<file path="config.mk">
export PLATFORM = sky130hd
export DESIGN_NAME = ring_sequential_normalizer
export DESIGN_NICKNAME = d
export VERILOG_FILES = /design/src/rtl/core/rsn_pkg.sv /design/src/rtl/core/rsn_ram.sv /design/src/rtl/core/rsn_front.sv /design/src/rtl/core/rsn_back.sv /design/src/rtl/core/ring_sequential_normalizer.sv
export SDC_FILE = /design/constraint.sdc
export NUM_CORES = 2
export LEC_CHECK = 0
export ABC_AREA = 1
export BUFFER_PORTS_ARGS = -buffer_cell sky130_fd_sc_hd__clkbuf_2
export CAP_MARGIN = 20
export CORE_MARGIN = 4
export CORE_UTILIZATION = 35
export CTS_CLUSTER_SIZE = 10
export DETAILED_ROUTE_END_ITERATION = 8
export PLACE_DENSITY = 0.54
export SLEW_MARGIN = 20
export SYNTH_ARGS = -nofsm -noshare
export SYNTH_HDL_FRONTEND = slang
export SYNTH_SLANG_ARGS = --single-unit
</file>
<file path="constraint.sdc">
create_clock -name clk -period 18.95 [get_ports clk]
set_input_delay 1.895 -clock clk [delete_from_list [all_inputs] [get_ports clk]]
set_output_delay 1.895 -clock clk [all_outputs]
set_load 0.02 [all_outputs]
</file>
<file path="src/rtl/core/rsn_pkg.sv">
// Package for the ring sequential normalizer: constants and types.
// No dependencies.
package rsn_pkg;
	localparam int MaxRings = 64;
	localparam int IdxW = $clog2(MaxRings);
	localparam int CntW = $clog2(MaxRings + 1);
	localparam int RingW = 24;
	localparam int CfgW = 23;
	localparam int SumW = 32;
	localparam int NormW = 33;
	localparam int QW = 40;
	localparam int CfgIdxW = 1;
	localparam logic [CfgIdxW-1:0] RegStop = 1'b0;
	localparam logic [CfgIdxW-1:0] RegThresh = 1'b1;

	typedef enum logic [1:0] {
		BK_IDLE,
		BK_NORM,
		BK_DIV,
		BK_EMIT
	} bk_state_t;

	// layer summary handed from front to back
	typedef struct packed {
		logic [CntW-1:0] count;
		logic [NormW-1:0] first_norm;
		logic seq_mode;
	} layer_t;
endpackage

</file>
<file path="src/rtl/core/rsn_ram.sv">
// Generic single-port write, single-port read RAM with registered read.
// No dependencies.
module rsn_ram #(
	parameter int Width = 8,
	parameter int Depth = 16
) (
	input logic clk,
	input logic we,
	input logic [$clog2(Depth)-1:0] waddr,
	input logic [Width-1:0] wdata,
	input logic [$clog2(Depth)-1:0] raddr,
	output logic [Width-1:0] rdata
);
	logic [Width-1:0] mem_q [Depth];
	always_ff @(posedge clk) begin
		if (we) mem_q[waddr] <= wdata;
		rdata <= mem_q[raddr];
	end
endmodule

</file>
<file path="src/rtl/core/rsn_front.sv">
// Front end: accepts rings, keeps sum/max/min, computes first norm on close.
// Depends on rsn_pkg.
module rsn_front (
	input logic clk,
	input logic arst_n,
	input logic take,
	input logic signed [rsn_pkg::RingW-1:0] ring,
	input logic mark,
	input logic [rsn_pkg::CfgW-1:0] stop_energy,
	input logic [rsn_pkg::CfgW-1:0] energy_threshold,
	output logic [rsn_pkg::IdxW-1:0] waddr,
	output logic close,
	output rsn_pkg::layer_t layer
);
	import rsn_pkg::*;
	logic [CntW-1:0] count_q;
	logic signed [SumW-1:0] sum_q;
	logic signed [RingW-1:0] max_q, min_q;
	logic signed [SumW-1:0] sum_n;
	logic signed [RingW-1:0] max_n, min_n;
	logic [SumW-1:0] abs_sum;
	logic [NormW-1:0] fn, absmin, mx;
	logic [CntW-1:0] cnt_n;

	assign waddr = count_q[IdxW-1:0];
	assign cnt_n = count_q + CntW'(1);
	assign sum_n = sum_q + SumW'(ring);
	assign max_n = (count_q == '0 || ring > max_q) ? ring : max_q;
	assign min_n = (count_q == '0 || ring < min_q) ? ring : min_q;
	assign close = take && (mark || cnt_n >= CntW'(MaxRings));
	assign abs_sum = sum_n[SumW-1] ? SumW'(-sum_n) : SumW'(sum_n);
	assign absmin = min_n[RingW-1] ? NormW'(-33'(min_n)) : NormW'(min_n);
	assign mx = max_n[RingW-1] ? '0 : NormW'(max_n);

	always_comb begin
		fn = NormW'(abs_sum);
		layer.seq_mode = 1'b1;
		if (fn < NormW'(stop_energy)) begin
			layer.seq_mode = 1'b0;
			// raise to max (then to |min| if larger) when max is non-negative and not below |sum|
			if (!max_n[RingW-1] && fn <= mx) begin
				fn = mx;
				if (fn < absmin) fn = absmin;
			end
			if (fn < NormW'(energy_threshold)) fn = NormW'(energy_threshold);
		end
		layer.first_norm = fn;
		layer.count = cnt_n;
	end

	always_ff @(posedge clk or negedge arst_n) begin
		if (!arst_n) begin
			count_q <= '0;
			sum_q <= '0;
		end else if (take) begin
			count_q <= close ? '0 : cnt_n;
			sum_q <= close ? '0 : sum_n;
		end
	end
	always_ff @(posedge clk) begin
		if (take) begin
			max_q <= max_n;
			min_q <= min_n;
		end
	end
endmodule

</file>
<file path="src/rtl/core/rsn_back.sv">
// Back end: walks stored rings, tracks norms, divides, emits results.
// Depends on rsn_pkg.
module rsn_back (
	input logic clk,
	input logic arst_n,
	input logic go,
	input rsn_pkg::layer_t layer,
	input logic [rsn_pkg::CfgW-1:0] stop_energy,
	input logic [rsn_pkg::CfgW-1:0] energy_threshold,
	output logic [rsn_pkg::IdxW-1:0] raddr,
	input logic signed [rsn_pkg::RingW-1:0] rdata,
	output logic active,
	output logic strobe,
	output logic signed [rsn_pkg::QW-1:0] norm_value,
	output logic was_scaled,
	output logic last_of_layer
);
	import rsn_pkg::*;
	localparam int BitCntW = $clog2(QW + 1);
	bk_state_t state_q, state_n;
	layer_t lay_q;
	logic [CntW-1:0] idx_q;
	logic [NormW-1:0] norm_q;
	logic fb_q;
	logic signed [RingW-1:0] prev_q;
	logic [QW-1:0] quo_q;
	logic [NormW:0] rem_q;
	logic [BitCntW-1:0] bit_q;
	logic neg_q, scl_q;
	logic [NormW:0] rem_sh, rem_sub;
	logic signed [NormW+1:0] diff;
	logic [NormW-1:0] absd, nrm;
	logic div_done, last_ring;

	// fetch the next ring during the emit cycle so it is ready at the next norm cycle
	assign raddr = (state_q == BK_EMIT) ? IdxW'(idx_q + CntW'(1)) : idx_q[IdxW-1:0];
	assign active = (state_q != BK_IDLE);
	assign last_ring = (idx_q + CntW'(1) == lay_q.count);
	assign diff = $signed({2'b00, norm_q}) - (NormW+2)'(prev_q);
	assign absd = diff[NormW+1] ? NormW'(-diff) : NormW'(diff);

	// norm for the ring at idx_q
	always_comb begin
		nrm = norm_q;
		if (lay_q.seq_mode && idx_q != '0) begin
			nrm = absd;
			if (fb_q || absd < NormW'(stop_energy)) nrm = lay_q.first_norm;
		end
	end

	assign rem_sh = {rem_q[NormW-1:0], quo_q[QW-1]};
	assign rem_sub = rem_sh - {1'b0, norm_q};
	assign div_done = (bit_q == '0);

	always_comb begin
		unique case (state_q)
			BK_IDLE: state_n = go ? BK_NORM : BK_IDLE;
			BK_NORM: state_n = BK_DIV;
			BK_DIV: state_n = div_done ? BK_EMIT : BK_DIV;
			BK_EMIT: state_n = last_ring ? BK_IDLE : BK_NORM;
			default: state_n = BK_IDLE;
		endcase
	end

	always_comb begin
		strobe = (state_q == BK_EMIT);
		was_scaled = scl_q;
		last_of_layer = last_ring;
		norm_value = neg_q ? QW'(-quo_q) : QW'(quo_q);
	end

	always_ff @(posedge clk or negedge arst_n) begin
		if (!arst_n) state_q <= BK_IDLE;
		else state_q <= state_n;
	end

	always_ff @(posedge clk) begin
		unique case (state_q)
			BK_IDLE: begin
				lay_q <= layer;
				idx_q <= '0;
				fb_q <= 1'b0;
				norm_q <= layer.first_norm;
			end
			BK_NORM: begin
				// rdata holds ring idx_q; load the divider
				if (lay_q.seq_mode && idx_q != '0 &&
					(fb_q || absd < NormW'(stop_energy))) fb_q <= 1'b1;
				norm_q <= nrm;
				neg_q <= rdata[RingW-1];
				quo_q <= QW'({rdata[RingW-1] ? 24'(-rdata) : 24'(rdata), 16'h0000});
				rem_q <= '0;
				scl_q <= (nrm != NormW'(energy_threshold)) && (nrm != '0);
				bit_q <= BitCntW'(QW);
				prev_q <= rdata;
			end
			BK_DIV: begin
				// one restoring step per cycle; skipped when raw
				if (!div_done) begin
					bit_q <= bit_q - BitCntW'(1);
					if (scl_q) begin
						if (!rem_sub[NormW]) begin
							rem_q <= rem_sub;
							quo_q <= {quo_q[QW-2:0], 1'b1};
						end else begin
							rem_q <= rem_sh;
							quo_q <= {quo_q[QW-2:0], 1'b0};
						end
					end
				end
			end
			BK_EMIT: idx_q <= idx_q + CntW'(1);
			default: ;
		endcase
	end
endmodule

</file>
<file path="src/rtl/core/ring_sequential_normalizer.sv">
// Top level of the ring sequential normalizer.
// Depends on rsn_pkg, rsn_front, rsn_back, rsn_ram.
//
// Accepts one ring per cycle while not busy; a marked ring (or the 64th)
// closes the layer and hands its summary to the back end, which raises busy
// until every result of the layer is out. Each result passes through a RAM
// read/norm state, the bit-serial restoring divider and an emit state.
// Results come one per strobe and cannot be stalled.
module ring_sequential_normalizer (
	input logic clk,
	input logic arst_n,
	input logic start,
	output logic busy,
	input logic signed [rsn_pkg::RingW-1:0] ring_energy,
	input logic end_of_layer,
	input logic cfg_valid,
	output logic cfg_ready,
	input logic [rsn_pkg::CfgIdxW-1:0] cfg_index,
	input logic [31:0] cfg_data,
	output logic strobe,
	output logic signed [rsn_pkg::QW-1:0] norm_value,
	output logic was_scaled,
	output logic last_of_layer
);
	import rsn_pkg::*;
	logic [CfgW-1:0] stop_q, thresh_q;
	logic take, close, go_q, active;
	logic [IdxW-1:0] waddr, raddr;
	logic signed [RingW-1:0] rdata;
	layer_t layer, layer_q;

	assign cfg_ready = 1'b1;
	assign take = start && !busy;
	assign busy = go_q || active;

	always_ff @(posedge clk or negedge arst_n) begin
		if (!arst_n) begin
			stop_q <= CfgW'(100);
			thresh_q <= CfgW'(1);
			go_q <= 1'b0;
		end else begin
			go_q <= close;
			if (cfg_valid) begin
				unique case (cfg_index)
					RegStop: stop_q <= cfg_data[CfgW-1:0];
					RegThresh: thresh_q <= cfg_data[CfgW-1:0];
					default: ;
				endcase
			end
		end
	end
	// register the summary so the last ring lands in RAM first
	always_ff @(posedge clk) if (close) layer_q <= layer;

	rsn_front u_front (
		.clk, .arst_n, .take, .ring(ring_energy), .mark(end_of_layer),
		.stop_energy(stop_q), .energy_threshold(thresh_q),
		.waddr, .close, .layer
	);

	rsn_ram #(.Width(RingW), .Depth(MaxRings)) u_ram (
		.clk, .we(take), .waddr, .wdata(ring_energy), .raddr, .rdata
	);

	rsn_back u_back (
		.clk, .arst_n, .go(go_q), .layer(layer_q),
		.stop_energy(stop_q), .energy_threshold(thresh_q),
		.raddr, .rdata, .active, .strobe, .norm_value, .was_scaled,
		.last_of_layer
	);
endmodule
</file>
==> metrics.md <==
| Metric | Value |
|---|---|
| Critical register-to-register path startpoint | u_back.neg_q |
| Post-CTS sizing | 0 |
| Clock Latency Late Sink | 0.87 ns |
| Clock power frac | 19.2% |
| Sw frac | 48.3% |
| Worst min-delay path endpoint | u_back.lay_q[0] |
| CTS clock-pin slew for the worst setup and hold paths | 0.07 ns |
| Fin crit period | 10.56 ns |
| Clock root cell | clkbuf_16 |
| Mean post-synth cell area | 10.5 sq um |
| IR drop worst, VDD | 0.129 mV |
| H-tree Lvls | 4 |
| Worst Path Arrival | 11.14 ns |
| DP HPWL | 181000 um |
| Flop2flop setup slack | 8.74 ns |
| Ys async rst share | around 4.6% |
| Initial antenna violation count | 8 |
| Seq/Total Area, Yosys | 62.3% |
| Routed vias/inst | 5.45 |
| Vias in the first global route | 64286 |
| Psw | 9.74 mW |
| DRT iter0 DRCs | 6830 |
| Least-Margin Pin Slew | between 1 and 1.5 ns |
| Reg2reg end | u_back.was_scaled |
| Routed WL | 294000 um |
| Synth Cell Area | 91600 sq um |
| Leak | 37.7 nW |
| Bufs on Longest Clock Path | 3 |
| Residual DRC | 0 |
| # Post-CTS Setup Buffers | 0 |
| Logic gate share of total power | 53.4% |
| Flops & latches, synth | 1923 |
| Max_cap viols | 0 |
| Synth-to-Final Area Change | 12.0% |
| Slew Viols, Final | 0 |
| Pin count of the biggest net entering global routing | 196 |
| DRT antenna net count | 0 |
| Highest-delay cell along the critical path | nor4b_1 |
| Gpl congestion | 0.913 |
| Filler cell count | roughly 25000 |
| Status | finished, final reports clean |
| Most used cell, CP | nand2_1 |
| Worst-path fanout max | 45 |
| Syn Inst Count | between 8000 and 9000 |
| Yosys warnings | 0 |
| Hold path cells | 0 |
| Total grt overflow | 0 |
| Critical path class | input port to flip-flop |
| # IOs | 107 |
| Net Count, Synth | 9097 |
| Row count | 187 |
| Die W | 520 um |
| Vias post-DR | 67529 |
| CTS Sinks | approximately 1900 |
| Pwr dens | 196 nW/um^2 |
| Worst r2r path cells | 34 |
| Routed len/inst | 23.7 um |
| Register share of total power | 27.4% |
| Post-synth EDFFs | between 1500 and 2000 |
| DRT Pass-1 Iters | 8 |
| Critical hold path startpoint | layer_q[0] |
| CORE AREA | 260000 sq um |
| Ratio of cells with drive above 1 in the final layout | 7.83% |
| Cell internal pwr | 10.4 mW |
| HP Class | flip-flop to flip-flop |
| Post-layout util | around two fifths |
| Die span in y | 520 um |
| Worst EP required | 19.54 ns |
| Setup TNS Final | 0 ns |
| RSZ-0062 raised after global routing | false |
| CTS Buf Count | 219 |
| Skew final | 0.0737 ns |
| Final setup viols | 0 |
| Final #Nets | between 9000 and 10000 |
| CP Launch Type | input port |
| First-pass GRT wire length | 429000 um |
| Relative slew margins | a little under a tenth |
| Synth cell types | 59 |
| Die area | 270000 sq um |
| CTS tree | built |
| Hold buffers post-CTS | 0 |
| Final count of hold timing violations | 0 |
| Total GRT Usage | 21.1% |
| Port bufs | 96 |
| Fin crit share | 55.7% |
| CP endpoint kind | flip-flop |
| Top FF cell, synth | edfxtp_1 |
| Initial Util | 35.2% |
| Fmax | 0.0947 GHz |
| Crit path largest cell delay | roughly 0.57 ns |
## cell families (layout without fill, tap and decap cells)
logic type / count (synthesis) / after routing / share of synthesized area (%)
xor+xnor: 163 / 163 / 1.56
flops: 1923 / 1923 / 62.3
other cells: 2 / 4 / 0.00820
compound gates: 1927 / 1927 / 12.4
fa+ha+maj: 271 / 271 / 3.73
buf+inv: 1177 / 1306 / 4.94
simple gates: 3301 / 3301 / 15.0
## worst max-delay path: cells and delay by family
kind | cells | cell delay, ns
buffers and inverters | 9 | 2.50
adders and majority gates | 3 | 0.90
AOI/OAI and AO/OA | 8 | 1.55
xor gates and xnor gates | 1 | 0.50
and+or+nand+nor | 25 | 3.70
## how the worst max path moves through the flow
stage | from | end | depth (start not counted)
finish | ring_energy[17] | layer_q[19] | 46
CTS | ring_energy[17] | layer_q[13] | 44
detailed placement | ring_energy[17] | layer_q[6] | 44
global route | ring_energy[17] | layer_q[23] | 47
global placement | ring_energy[17] | layer_q[4] | 44
floorplan | ring_energy[17] | layer_q[21] | 46
## synthesized netlist by cell type, drive strengths merged (8+ instances only)
cell    count  area [sq um]
o221ai    289          2530
o22ai     105           657
inv       733          2750
clkbuf    388          1460
o31ai      15           113
o211ai    121           908
nor4       19           119
a21oi     240          1210
nand4      88           557
xor2      114           998
dfrtp      84          2100
a31oi      29           181
o21ai    1077          5400
dfxtp      24           480
buf        49           294
nand3     580          2940
o21bai     10          75.1
ha        268          3350
o21a        8          60.1
nor3       50           250
nor2     1213          4650
edfxtp   1811         54400
a211oi     17           128
xnor2      49           429
nand2    1316          5010
nand3b     15           113
## layout by cell type (no fill, tap or decap), types with 25 or more instances in the layout
| cell | netlist | final |
|---|---|---|
| a21oi_1 | 237 | 236 |
| a31oi_1 | 29 | 29 |
| buf_4 | 8 | 150 |
| clkbuf_1 | 388 | 60 |
| clkbuf_16 | 0 | 220 |
| clkbuf_2 | 0 | 72 |
| dfrtp_1 | 84 | 84 |
| edfxtp_1 | 1811 | 1811 |
| ha_1 | 268 | 265 |
| inv_1 | 698 | 692 |
| inv_2 | 35 | 38 |
| nand2_1 | 1290 | 1288 |
| nand2_2 | 25 | 25 |
| nand3_1 | 573 | 573 |
| nand4_1 | 87 | 87 |
| nor2_1 | 1187 | 1123 |
| nor2_2 | 20 | 80 |
| nor3_1 | 50 | 49 |
| o211ai_1 | 121 | 121 |
| o21ai_0 | 1058 | 1057 |
| o221ai_1 | 289 | 289 |
| o22ai_1 | 105 | 105 |
| xnor2_1 | 49 | 49 |
| xor2_1 | 114 | 114 |
## layer usage
| metal | up-vias | GRT usage, % | wire length, um |
|---|---|---|---|
| li1 | 31234 | - | - |
| met1 | 33484 | 30.4 | 134000 |
| met2 | 2395 | 32.9 | 132000 |
| met3 | 416 | 3.09 | 19600 |
| met4 | 0 | 6.31 | 8740 |
| met5 | - | 0 | 0 |
## flip-flops by register name (all words and copies together), names as in the netlist, 2 cells and up
| name | count |
|---|---|
| thresh_q | 23 |
| layer_q | 41 |
| u_front.min_q | 24 |
| u_front.max_q | 24 |
| u_back.bit_q | 6 |
| u_back.norm_q | 33 |
| stop_q | 23 |
| u_front.sum_q | 32 |
| u_ram.rdata | 24 |
| u_back.state_q | 2 |
| u_back.rem_q | 33 |
| u_back.lay_q | 41 |
| u_back.prev_q | 23 |
| u_back.idx_q | 7 |
| u_front.count_q | 7 |
| u_back.quo_q | 40 |
| u_ram.mem_q | 1536 |
## through the flow
step | total power [mW] | hold slack [ns] | setup slack, ns | std cells | cell area, sq um
after floorplan | 12.5 | 0.400 | 10.99 | 8764 | 91600
after global placement | 16.1 | 0.406 | 7.41 | 12070 | 96200
after detailed placement | 16.2 | 0.405 | 7.44 | 12070 | 96200
after CTS | 20.2 | 0.398 | 8.38 | 12389 | 103000
after global routing | 21.6 | 0.401 | 7.42 | 12390 | 103000
final | 20.2 | 0.399 | 8.39 | 12391 | 103000
## power by group through the flow
stage                     registers [mW]  clock network (mW)  logic (mW)
after floorplan                     5.46                   0        7.02
after global placement              5.60                   0        10.5
after detailed placement            5.61                   0        10.6
after CTS                           5.52                3.95        10.7
after global routing                5.56                4.12        11.9
final                               5.53                3.87        10.8
## cell type report
cell class	count	area [sq um]	share of cell area, %
Sequential cell	1923	57100	55.6
Multi-Input combinational cell	5664	30300	29.5
Timing Repair Buffer	247	1730	1.69
Clock inverter	31	548	0.534
Clock buffer	288	5840	5.69
Inverter	740	2800	2.73
Antenna cell	2	5.00	0.00488
Tap cell	3496	4370	4.26
Power figures use the tool's default switching activity.
